`config.mk`:
```
export PLATFORM = sky130hd
export DESIGN_NAME = hill_cipher_block_multiply
export DESIGN_NICKNAME = d
export VERILOG_FILES = /design/src/rtl/hcbm_pkg.sv /design/src/rtl/hill_cipher_block_multiply.sv
export SDC_FILE = /design/constraint.sdc
export NUM_CORES = 1
export LEC_CHECK = 0
export ABC_CLOCK_PERIOD_IN_PS = 6230
export BUFFER_PORTS_ARGS = -buffer_cell sky130_fd_sc_hd__buf_4
export CAP_MARGIN = 10
export CORE_MARGIN = 2
export CORE_UTILIZATION = 63
export DETAILED_ROUTE_END_ITERATION = 8
export PLACE_DENSITY = 0.81
export SETUP_SLACK_MARGIN = 0.1
export SLEW_MARGIN = 20
export SYNTH_ARGS = -nofsm -noshare
export SYNTH_HDL_FRONTEND = slang
export SYNTH_SLANG_ARGS = --single-unit
```
`constraint.sdc`:
```
create_clock -name clk -period 6.23 [get_ports clk]
set_input_delay 1.246 -clock clk [delete_from_list [all_inputs] [get_ports clk]]
set_output_delay 1.246 -clock clk [all_outputs]
set_load 0.02 [all_outputs]
```
`src/rtl/hcbm_pkg.sv`:
```
// types, constants, symbol tables and control program for the hill cipher block multiplier
package hcbm_pkg;

    // field and register widths
    localparam int CHAR_W   = 8;
    localparam int SYM_W    = 9;
    localparam int KEY_W    = 5;
    localparam int KEY_DIM  = 4;
    localparam int ROW_W    = KEY_W * KEY_DIM;
    localparam int ALPHA_W  = 5;
    localparam int BSIZE_W  = 3;
    localparam int CFG_IDX_W = 3;
    localparam int CFG_DATA_W = ROW_W;

    // register indexes on the configuration port
    localparam logic [CFG_IDX_W-1:0] CFG_KEY_ROW_ZERO  = 3'd0;
    localparam logic [CFG_IDX_W-1:0] CFG_KEY_ROW_ONE   = 3'd1;
    localparam logic [CFG_IDX_W-1:0] CFG_KEY_ROW_TWO   = 3'd2;
    localparam logic [CFG_IDX_W-1:0] CFG_KEY_ROW_THREE = 3'd3;
    localparam logic [CFG_IDX_W-1:0] CFG_ALPHABET_SIZE = 3'd4;
    localparam logic [CFG_IDX_W-1:0] CFG_BLOCK_SIZE    = 3'd5;

    localparam logic [ALPHA_W-1:0] ALPHA_RESET = 5'd26;
    localparam logic [BSIZE_W-1:0] BSIZE_RESET = 3'd2;

    // character codes
    localparam logic [CHAR_W-1:0] CH_A     = 8'd65;
    localparam logic [CHAR_W-1:0] CH_SPACE = 8'd32;
    localparam logic [CHAR_W-1:0] CH_BANG  = 8'd33;
    localparam logic [CHAR_W-1:0] CH_COMMA = 8'd44;
    localparam logic [CHAR_W-1:0] CH_DASH  = 8'd45;
    localparam logic [CHAR_W-1:0] CH_DOT   = 8'd46;

    // symbol values
    localparam logic signed [SYM_W-1:0] SYM_SPACE = 9'sd26;
    localparam logic signed [SYM_W-1:0] SYM_BANG  = 9'sd27;
    localparam logic signed [SYM_W-1:0] SYM_COMMA = 9'sd28;
    localparam logic signed [SYM_W-1:0] SYM_DASH  = 9'sd29;
    localparam logic signed [SYM_W-1:0] SYM_DOT   = 9'sd30;
    localparam logic signed [SYM_W-1:0] SYM_BIAS  = 9'sd65;
    localparam logic [ALPHA_W-1:0] VAL_LETTERS = 5'd26;
    localparam logic [ALPHA_W-1:0] VAL_SPACE   = 5'd26;
    localparam logic [ALPHA_W-1:0] VAL_BANG    = 5'd27;
    localparam logic [ALPHA_W-1:0] VAL_COMMA   = 5'd28;
    localparam logic [ALPHA_W-1:0] VAL_DASH    = 5'd29;
    localparam logic [ALPHA_W-1:0] VAL_DOT     = 5'd30;

    // sequencer
    typedef logic [3:0] step_t;

    localparam step_t ST_WAIT      = 4'd0;
    localparam step_t ST_CHECK     = 4'd1;
    localparam step_t ST_CHECK_EOM = 4'd2;
    localparam step_t ST_PAD       = 4'd3;
    localparam step_t ST_BLK_INIT  = 4'd4;
    localparam step_t ST_ROW_INIT  = 4'd5;
    localparam step_t ST_MAC       = 4'd6;
    localparam step_t ST_REM_INIT  = 4'd7;
    localparam step_t ST_REM_STEP  = 4'd8;
    localparam step_t ST_EMIT      = 4'd9;
    localparam step_t ST_ROW_END   = 4'd10;
    localparam step_t ST_DONE      = 4'd11;

    typedef enum logic [3:0] {
        COND_NONE,
        COND_ALWAYS,
        COND_NO_IN,
        COND_FULL,
        COND_NOT_EOM,
        COND_PAD_MORE,
        COND_COL_MORE,
        COND_K_MORE,
        COND_OUT_BUSY,
        COND_ROW_MORE
    } cond_t;

    typedef struct packed {
        logic  in_ready;
        logic  pad;
        logic  blk_init;
        logic  row_init;
        logic  mac;
        logic  rem_init;
        logic  rem_step;
        logic  emit;
        logic  clr_fill;
        cond_t cond;
        step_t target;
    } ucode_t;

    localparam ucode_t UC_NOP = '{
        in_ready: 1'b0, pad: 1'b0, blk_init: 1'b0, row_init: 1'b0, mac: 1'b0,
        rem_init: 1'b0, rem_step: 1'b0, emit: 1'b0, clr_fill: 1'b0,
        cond: COND_NONE, target: ST_WAIT
    };

    // control program: jump to target when cond holds, else fall through
    function automatic ucode_t ucode(input step_t step);
        ucode_t uc;
        uc = UC_NOP;
        case (step)
            ST_WAIT:
            begin
                uc.in_ready = 1'b1;
                uc.cond     = COND_NO_IN;
                uc.target   = ST_WAIT;
            end
            ST_CHECK:
            begin
                uc.cond   = COND_FULL;
                uc.target = ST_BLK_INIT;
            end
            ST_CHECK_EOM:
            begin
                uc.cond   = COND_NOT_EOM;
                uc.target = ST_WAIT;
            end
            ST_PAD:
            begin
                uc.pad    = 1'b1;
                uc.cond   = COND_PAD_MORE;
                uc.target = ST_PAD;
            end
            ST_BLK_INIT:
            begin
                uc.blk_init = 1'b1;
            end
            ST_ROW_INIT:
            begin
                uc.row_init = 1'b1;
            end
            ST_MAC:
            begin
                uc.mac    = 1'b1;
                uc.cond   = COND_COL_MORE;
                uc.target = ST_MAC;
            end
            ST_REM_INIT:
            begin
                uc.rem_init = 1'b1;
            end
            ST_REM_STEP:
            begin
                uc.rem_step = 1'b1;
                uc.cond     = COND_K_MORE;
                uc.target   = ST_REM_STEP;
            end
            ST_EMIT:
            begin
                uc.emit   = 1'b1;
                uc.cond   = COND_OUT_BUSY;
                uc.target = ST_EMIT;
            end
            ST_ROW_END:
            begin
                uc.cond   = COND_ROW_MORE;
                uc.target = ST_ROW_INIT;
            end
            ST_DONE:
            begin
                uc.clr_fill = 1'b1;
                uc.cond     = COND_ALWAYS;
                uc.target   = ST_WAIT;
            end
            default:
            begin
                uc.cond   = COND_ALWAYS;
                uc.target = ST_WAIT;
            end
        endcase
        return uc;
    endfunction

    // byte to symbol
    function automatic logic signed [SYM_W-1:0] sym_of_byte(input logic [CHAR_W-1:0] c);
        logic signed [SYM_W-1:0] s;
        case (c)
            CH_SPACE: s = SYM_SPACE;
            CH_BANG:  s = SYM_BANG;
            CH_COMMA: s = SYM_COMMA;
            CH_DASH:  s = SYM_DASH;
            CH_DOT:   s = SYM_DOT;
            default:  s = $signed({1'b0, c}) - SYM_BIAS;
        endcase
        return s;
    endfunction

    // reduced value to byte
    function automatic logic [CHAR_W-1:0] byte_of_value(input logic [ALPHA_W-1:0] v);
        logic [CHAR_W-1:0] b;
        if (v < VAL_LETTERS)
        begin
            b = CH_A + {3'b000, v};
        end
        else
        begin
            case (v)
                VAL_SPACE: b = CH_SPACE;
                VAL_BANG:  b = CH_BANG;
                VAL_COMMA: b = CH_COMMA;
                VAL_DASH:  b = CH_DASH;
                VAL_DOT:   b = CH_DOT;
                default:   b = CH_A;
            endcase
        end
        return b;
    endfunction

endpackage

```
`src/rtl/hill_cipher_block_multiply.sv`:
```
// hill cipher block multiplier: microcoded sequencer over one multiply-accumulate datapath
// a block's characters follow its last input transaction (padded first with spaces if the
// message ends short), one character per row; the shared mac unit (one product per column) and
// the bit-serial modulo (MAG_W quotient bits; MAG_W = 15 at MAX_N = 4) set the rate, and a busy
// output stalls the emit step; reset clears the sequencer, fill count, end-of-message flag,
// symbol buffer, counters, output valid and configuration registers to their defaults
module hill_cipher_block_multiply #(
    parameter int MAX_N = 4
) (
    input  logic                                clk,
    input  logic                                rst_n,
    // configuration writes
    input  logic                                cfg_we,
    input  logic [hcbm_pkg::CFG_IDX_W-1:0]      cfg_index,
    input  logic [hcbm_pkg::CFG_DATA_W-1:0]     cfg_data,
    // input characters
    input  logic                                in_valid,
    output logic                                in_ready,
    input  logic [hcbm_pkg::CHAR_W-1:0]         char_in,
    input  logic                                end_of_message,
    // output characters
    output logic                                out_valid,
    input  logic                                out_ready,
    output logic [hcbm_pkg::CHAR_W-1:0]         char_out,
    output logic                                last_of_block
);

    // symbol buffer index, counters that can hold n itself
    localparam int IDX_W = $clog2(MAX_N);
    localparam int CNT_W = $clog2(MAX_N + 1);
    // accumulator: worst case sum is 31 * 190 * MAX_N, lowest is -31 * 65 * MAX_N
    localparam int ACC_W = $clog2(31 * 190 * MAX_N + 1) + 1;
    localparam int MAG_W = ACC_W - 1;
    localparam int DIV_W = MAG_W + hcbm_pkg::ALPHA_W - 1;
    localparam int K_W   = $clog2(MAG_W);
    localparam int PROD_W = hcbm_pkg::KEY_W + 1 + hcbm_pkg::SYM_W;

    // configuration registers
    logic [hcbm_pkg::ROW_W-1:0]   key_rows_reg [hcbm_pkg::KEY_DIM];
    logic [hcbm_pkg::ALPHA_W-1:0] alpha_reg;
    logic [hcbm_pkg::BSIZE_W-1:0] bsize_reg;

    // sequencer
    hcbm_pkg::step_t  step_reg, step_next;
    hcbm_pkg::ucode_t uc;
    logic             jump;

    // datapath state
    logic signed [hcbm_pkg::SYM_W-1:0] sym_buf_reg [MAX_N];
    logic [CNT_W-1:0]        fill_reg;
    logic                    eom_reg;
    logic [CNT_W-1:0]        row_reg;
    logic [CNT_W-1:0]        col_reg;
    logic signed [ACC_W-1:0] acc_reg;
    logic [MAG_W-1:0]        rem_reg;
    logic [DIV_W-1:0]        div_reg;
    logic [K_W-1:0]          k_reg;
    logic                    neg_reg;

    // output holding register
    logic                         out_valid_reg;
    logic [hcbm_pkg::CHAR_W-1:0]  char_out_reg;
    logic                         last_reg;

    // derived values
    logic [CNT_W-1:0]              n_val;
    logic                          in_fire;
    logic                          out_busy;
    logic [hcbm_pkg::KEY_W-1:0]    key_e;
    logic signed [PROD_W-1:0]      prod;
    logic signed [ACC_W-1:0]       acc_neg;
    logic [hcbm_pkg::ALPHA_W-1:0]  rem5;
    logic [hcbm_pkg::ALPHA_W-1:0]  red_val;
    logic [CNT_W:0]                fill_inc, col_inc, row_inc, n_ext;

    // active block size: zero acts as one, large values saturate
    always_comb
    begin
        if (bsize_reg == '0)
        begin
            n_val = CNT_W'(1);
        end
        else if (int'(bsize_reg) > MAX_N)
        begin
            n_val = CNT_W'(MAX_N);
        end
        else
        begin
            n_val = CNT_W'(bsize_reg);
        end
    end

    assign n_ext    = {1'b0, n_val};
    assign fill_inc = {1'b0, fill_reg} + 1'b1;
    assign col_inc  = {1'b0, col_reg} + 1'b1;
    assign row_inc  = {1'b0, row_reg} + 1'b1;

    assign uc       = hcbm_pkg::ucode(step_reg);
    assign in_ready = uc.in_ready;
    assign in_fire  = in_valid && uc.in_ready;
    assign out_busy = out_valid_reg && !out_ready;

    // key entries beyond the four stored rows and columns read as zero
    always_comb
    begin
        if (int'(row_reg) < hcbm_pkg::KEY_DIM && int'(col_reg) < hcbm_pkg::KEY_DIM)
        begin
            key_e = key_rows_reg[row_reg[1:0]][col_reg[1:0] * hcbm_pkg::KEY_W +: hcbm_pkg::KEY_W];
        end
        else
        begin
            key_e = '0;
        end
    end

    assign prod    = $signed({1'b0, key_e}) * sym_buf_reg[col_reg[IDX_W-1:0]];
    assign acc_neg = -acc_reg;

    // floor modulo fix-up after the magnitude remainder
    assign rem5 = rem_reg[hcbm_pkg::ALPHA_W-1:0];
    always_comb
    begin
        if (alpha_reg == '0)
        begin
            red_val = '0;
        end
        else if (neg_reg && rem5 != '0)
        begin
            red_val = alpha_reg - rem5;
        end
        else
        begin
            red_val = rem5;
        end
    end

    // jump condition and next step
    always_comb
    begin
        case (uc.cond)
            hcbm_pkg::COND_NONE:     jump = 1'b0;
            hcbm_pkg::COND_ALWAYS:   jump = 1'b1;
            hcbm_pkg::COND_NO_IN:    jump = !in_valid;
            hcbm_pkg::COND_FULL:     jump = ({1'b0, fill_reg} >= n_ext);
            hcbm_pkg::COND_NOT_EOM:  jump = !eom_reg;
            hcbm_pkg::COND_PAD_MORE: jump = (fill_inc < n_ext);
            hcbm_pkg::COND_COL_MORE: jump = (col_inc < n_ext);
            hcbm_pkg::COND_K_MORE:   jump = (k_reg != '0);
            hcbm_pkg::COND_OUT_BUSY: jump = out_busy;
            hcbm_pkg::COND_ROW_MORE: jump = ({1'b0, row_reg} < n_ext);
            default:                 jump = 1'b0;
        endcase
        step_next = jump ? uc.target : step_reg + 1'b1;
    end

    always_ff @(posedge clk or negedge rst_n)
    begin
        if (!rst_n)
        begin
            step_reg <= hcbm_pkg::ST_WAIT;
        end
        else
        begin
            step_reg <= step_next;
        end
    end

    // configuration registers; a block size write drops any partial block
    always_ff @(posedge clk or negedge rst_n)
    begin
        if (!rst_n)
        begin
            for (int i = 0; i < hcbm_pkg::KEY_DIM; i++)
            begin
                key_rows_reg[i] <= '0;
            end
            alpha_reg <= hcbm_pkg::ALPHA_RESET;
            bsize_reg <= hcbm_pkg::BSIZE_RESET;
        end
        else if (cfg_we)
        begin
            case (cfg_index)
                hcbm_pkg::CFG_KEY_ROW_ZERO:  key_rows_reg[0] <= cfg_data;
                hcbm_pkg::CFG_KEY_ROW_ONE:   key_rows_reg[1] <= cfg_data;
                hcbm_pkg::CFG_KEY_ROW_TWO:   key_rows_reg[2] <= cfg_data;
                hcbm_pkg::CFG_KEY_ROW_THREE: key_rows_reg[3] <= cfg_data;
                hcbm_pkg::CFG_ALPHABET_SIZE: alpha_reg <= cfg_data[hcbm_pkg::ALPHA_W-1:0];
                hcbm_pkg::CFG_BLOCK_SIZE:    bsize_reg <= cfg_data[hcbm_pkg::BSIZE_W-1:0];
                default:
                begin
                end
            endcase
        end
    end

    // symbol gathering and padding
    always_ff @(posedge clk or negedge rst_n)
    begin
        if (!rst_n)
        begin
            for (int i = 0; i < MAX_N; i++)
            begin
                sym_buf_reg[i] <= '0;
            end
            fill_reg <= '0;
            eom_reg  <= 1'b0;
        end
        else
        begin
            if (in_fire)
            begin
                sym_buf_reg[fill_reg[IDX_W-1:0]] <= hcbm_pkg::sym_of_byte(char_in);
                fill_reg <= fill_inc[CNT_W-1:0];
                eom_reg  <= end_of_message;
            end
            else if (uc.pad)
            begin
                sym_buf_reg[fill_reg[IDX_W-1:0]] <= hcbm_pkg::SYM_SPACE;
                fill_reg <= fill_inc[CNT_W-1:0];
            end
            else if (uc.clr_fill)
            begin
                fill_reg <= '0;
            end
            if (cfg_we && cfg_index == hcbm_pkg::CFG_BLOCK_SIZE)
            begin
                fill_reg <= '0;
            end
        end
    end

    // row/column counters
    always_ff @(posedge clk or negedge rst_n)
    begin
        if (!rst_n)
        begin
            row_reg <= '0;
            col_reg <= '0;
        end
        else
        begin
            if (uc.blk_init)
            begin
                row_reg <= '0;
            end
            else if (uc.emit && !out_busy)
            begin
                row_reg <= row_inc[CNT_W-1:0];
            end
            if (uc.row_init)
            begin
                col_reg <= '0;
            end
            else if (uc.mac)
            begin
                col_reg <= col_inc[CNT_W-1:0];
            end
        end
    end

    // multiply-accumulate and restoring remainder, one quotient bit per cycle
    always_ff @(posedge clk)
    begin
        if (uc.row_init)
        begin
            acc_reg <= '0;
        end
        else if (uc.mac)
        begin
            acc_reg <= acc_reg + ACC_W'(prod);
        end
        if (uc.rem_init)
        begin
            neg_reg <= acc_reg[ACC_W-1];
            rem_reg <= acc_reg[ACC_W-1] ? acc_neg[MAG_W-1:0] : acc_reg[MAG_W-1:0];
            div_reg <= DIV_W'(alpha_reg) << (MAG_W - 1);
            k_reg   <= K_W'(MAG_W - 1);
        end
        else if (uc.rem_step)
        begin
            if ({{(DIV_W - MAG_W){1'b0}}, rem_reg} >= div_reg)
            begin
                rem_reg <= rem_reg - div_reg[MAG_W-1:0];
            end
            div_reg <= div_reg >> 1;
            k_reg   <= k_reg - 1'b1;
        end
    end

    // output register: holds one character until the downstream transaction
    always_ff @(posedge clk or negedge rst_n)
    begin
        if (!rst_n)
        begin
            out_valid_reg <= 1'b0;
        end
        else if (uc.emit && !out_busy)
        begin
            out_valid_reg <= 1'b1;
        end
        else if (out_ready)
        begin
            out_valid_reg <= 1'b0;
        end
    end

    always_ff @(posedge clk)
    begin
        if (uc.emit && !out_busy)
        begin
            char_out_reg <= hcbm_pkg::byte_of_value(red_val);
            last_reg     <= (row_inc == n_ext);
        end
    end

    assign out_valid     = out_valid_reg;
    assign char_out      = char_out_reg;
    assign last_of_block = last_reg;

endmodule
```
==> impl_metrics.csv <==
group,metric,value,unit
status,status,"finished, final reports clean",
sta,finalHoldViolCount,0,
yosys,ys_ff_latch,202,
yosys,synthArstFlopShare,0.6881,
yosys,ys_warn_count,0,
setup_path,worstPathRequired,6.66,ns
setup_path,ff2ff_setup_slack,0.39,ns
yosys,synth_nets,1423,
sta,relSlewSlack,0.4186,
setup_path,criticalPathCategory,"reg -> reg",
finish,utilization,0.7126,
detailed_routing,wl_per_cell,18.68,um
detailed_routing,dr_wl_met2,14.61,mm
sta,worst_pin_slew,0.8721,ns
setup_path,cp_slowest_cell,"mux4_2",
yosys,synth_edf_count,29,
detailed_routing,vias_per_cell,6.093,
sta,fmax,0.1714,GHz
global_route,antenna_found_initial,0,
detailed_routing,route.met3.wl,1.502,mm
sta,finalClockSkew,0.02274,ns
finish,num_antenna_cells,0,
global_route,grt_pass1_wl,48.73,mm
yosys,netlist.area_leader.share,0.2570,
yosys,synth_commonest_cells,"dfrtp_1, nand2_1, inv_1",
placed_design,place_congestion,0.9118,
setup_path,crit_start,"row_reg[0]$_DFFE_PN0P_",
yosys,yosys.cell_count.top_type,"dfrtp_1",
setup_path,cp_common_cell,"fa_1",
yosys,syn_area_per_cell,10.44,sq um
cts,cts_tree,"done",
finish,area.growth.synth_to_final,10.39,%
sta,fin_tns_setup,0,ns
global_route,first_global_vias,9808,
cts,path_clk_slew,0.06,ns
setup_path,crit_chain,"buf_6 -> buf_4 -> mux4_2 -> mux4_2 -> and3_1 -> ha_1 -> fa_1 -> fa_1 -> inv_1 -> fa_1 -> inv_1 -> ha_1 -> o21ai_0 -> a21boi_1 -> nand4_1 -> a41o_1 -> xnor2_1 -> a21oi_1 -> o22ai_1",
detailed_routing,drc,0,
yosys,synth_area_leaders,"dfrtp_1, ha_1, mux2_2, edfxtp_1, fa_1",
sta,finalCritPeriodShare,0.9367,
cts,cts-buffers-inserted,22,
sta,setup_viol,0,
placed_design,dp_hpwl,21.01,mm
floorplanning,die_y,148.5,um
setup_path,cpPeakStageDelay,0.60,ns
cts,cts_root_buf,"clkbuf_16",
detailed_routing,drt_iter0_markers,800,
cts,insertion_delay,0.52,ns
setup_path,critPathBufInv,4,
floorplanning,initial_core_util,0.6455,
yosys,synthDistinctLibCells,79,
global_route,grt_max_degree,94,
detailed_routing,wl,29.46,mm
hold_path,min_path_type,"reg -> reg",
floorplanning,coreArea,20360,sq um
floorplanning,die_w,148.5,um
yosys,syn_area,13150,sq um
global_route,track_usage,0.2731,
setup_path,r2r_cells,19,
cts,ctsHoldBuffers,0,
floorplanning,boundaryPins,48,
placed_design,io_buffers,46,
floorplanning,die_area,22040,sq um
setup_path,cp_max_fo,13,
sta,fin_crit,5.836,ns
setup_path,reg2reg_from,"row_reg[0]$_DFFE_PN0P_",
cts,clockBufferDepth,3,
setup_path,worstPathArrival,6.27,ns
detailed_routing,drt.antenna.violating_nets,0,
setup_path,start_kind,"register",
sta,slew_viol_final,0,
detailed_routing,dr.pass1.iters,6,
setup_path,r2r_end,"acc_reg[15]$_SDFFE_PP0P_",
setup_path,worstSetupPathDepth,19,
setup_path,crit_family,"adder cells",
job,maxCapViolations,0,
cts,cts.sinks,202,
yosys,ys.flop_type,"dfrtp_1",
finish,fillers,1422,
detailed_routing,vias,9609,
setup_path,crit_path_end_kind,"register",
finish,largest_reg_flops,80,
sta,rsz0062_at_grt,"false",
finish,nNetsFinal,1457,
finish,drive_gt1_frac,0.1867,
detailed_routing,routedLengthMet1,12.58,mm
cts,htreeDepth,1,
yosys,synth_largest_area_cell,"dfrtp_1",
setup_path,endpoint,"acc_reg[15]$_SDFFE_PP0P_",
yosys,synth_cells,1259,
global_route,gr-total-overflow,0,
floorplanning,num_rows,52,
detailed_routing,dr.max_layer_used,"met4",
yosys,yosysSeqAreaShare,0.3830,
==> worst min-delay path: stages, from the launching register on <==
cell     delay, ns
dfxtp_1       0.32
nand2_1       0.05
a21oi_1       0.05
==> cell type report <==
| cell class | instances | area, sq um | share of cell area |
|---|---|---|---|
| Sequential cell | 202 | 5035 | 0.3470 |
| Clock inverter | 11 | 196.4 | 0.01354 |
| Tap cell | 270 | 337.8 | 0.02328 |
| Clock buffer | 27 | 579.3 | 0.03992 |
| Inverter | 114 | 427.9 | 0.02949 |
| Timing Repair Buffer | 66 | 503.0 | 0.03466 |
| Multi-Input combinational cell | 887 | 7432 | 0.5122 |
==> kinds of logic after synthesis <==
group	share of synthesized area
buffers and inverters	0.05359
xor gates and xnor gates	0.03465
AOI/OAI and AO/OA	0.1265
and+or+nand+nor	0.1183
DFF	0.3830
adders and majority gates	0.1454
muxes	0.1382
other	0.0002853
==> how the worst min path moves through the flow <==
| stage | start | cells after the start | slack, ns | to |
|---|---|---|---|---|
| 3_5_place_dp | div_reg[0]$_SDFFE_PP0P_ | 2 | 0.46 | div_reg[0]$_SDFFE_PP0P_ |
| 4_1_cts | div_reg[0]$_SDFFE_PP0P_ | 2 | 0.47 | div_reg[0]$_SDFFE_PP0P_ |
| 6_report | div_reg[3]$_SDFFE_PP0P_ | 2 | 0.47 | div_reg[2]$_SDFFE_PP0P_ |
| 2_1_floorplan | div_reg[0]$_SDFFE_PP0P_ | 2 | 0.44 | div_reg[0]$_SDFFE_PP0P_ |
| 3_3_place_gp | sym_buf_reg[18]$_DFFE_PN0P_ | 2 | 0.46 | sym_buf_reg[18]$_DFFE_PN0P_ |
| 5_1_grt | div_reg[0]$_SDFFE_PP0P_ | 2 | 0.49 | div_reg[0]$_SDFFE_PP0P_ |
==> layer usage <==
| layer | up-vias | global-route usage |
|---|---|---|
| met5 | - | 0 |
| li1 | 4514 | - |
| met3 | 67 | 0.03190 |
| met4 | 0 | 0.07905 |
| met1 | 4725 | 0.3704 |
| met2 | 303 | 0.4688 |
==> timing repair <==
| action | CTS | global route |
|---|---|---|
| resized for setup | 0 | 1 |
| endpoints found under the setup margin | 0 | 2 |
| setup buffers | 0 | 0 |
==> layout by cell type, fill, tap and decap left out, types with 5 or more instances in the layout <==
master / n
and3_1: 33
o211ai_1: 6
dfxtp_1: 34
nor3_1: 17
o31ai_1: 7
xnor2_1: 36
nor4_1: 5
buf_4: 64
edfxtp_1: 29
clkbuf_16: 22
bufinv_16: 5
o21ai_1: 8
nor2b_1: 14
nand3_1: 16
mux2i_1: 6
nor2_1: 65
a211oi_1: 6
a31oi_1: 12
mux4_2: 34
inv_1: 111
dfrtp_1: 135
o21ai_0: 49
a21oi_1: 85
a21o_1: 11
xor2_1: 16
a32o_1: 13
fa_1: 43
ha_1: 84
nand2_1: 126
mux2_2: 87
nand2b_1: 14
a22o_1: 20
==> per-stage QoR <==
stage | hold WS (ns) | setup WS [ns] | cell area, sq um | cells
6_report | 0.4651 | 0.3943 | 14510 | 1577
5_1_grt | 0.4873 | 0.1062 | 14510 | 1577
4_1_cts | 0.4683 | 0.2990 | 14500 | 1577
3_5_place_dp | 0.4603 | 0.3733 | 13730 | 1539
3_3_place_gp | 0.4564 | 0.5280 | 13730 | 1539
2_1_floorplan | 0.4400 | 0.6838 | 13150 | 1259
Power is left out: the tool's default activity adds up to more than one toggle a clock period on the data nets, which glitch-free logic cannot reach.
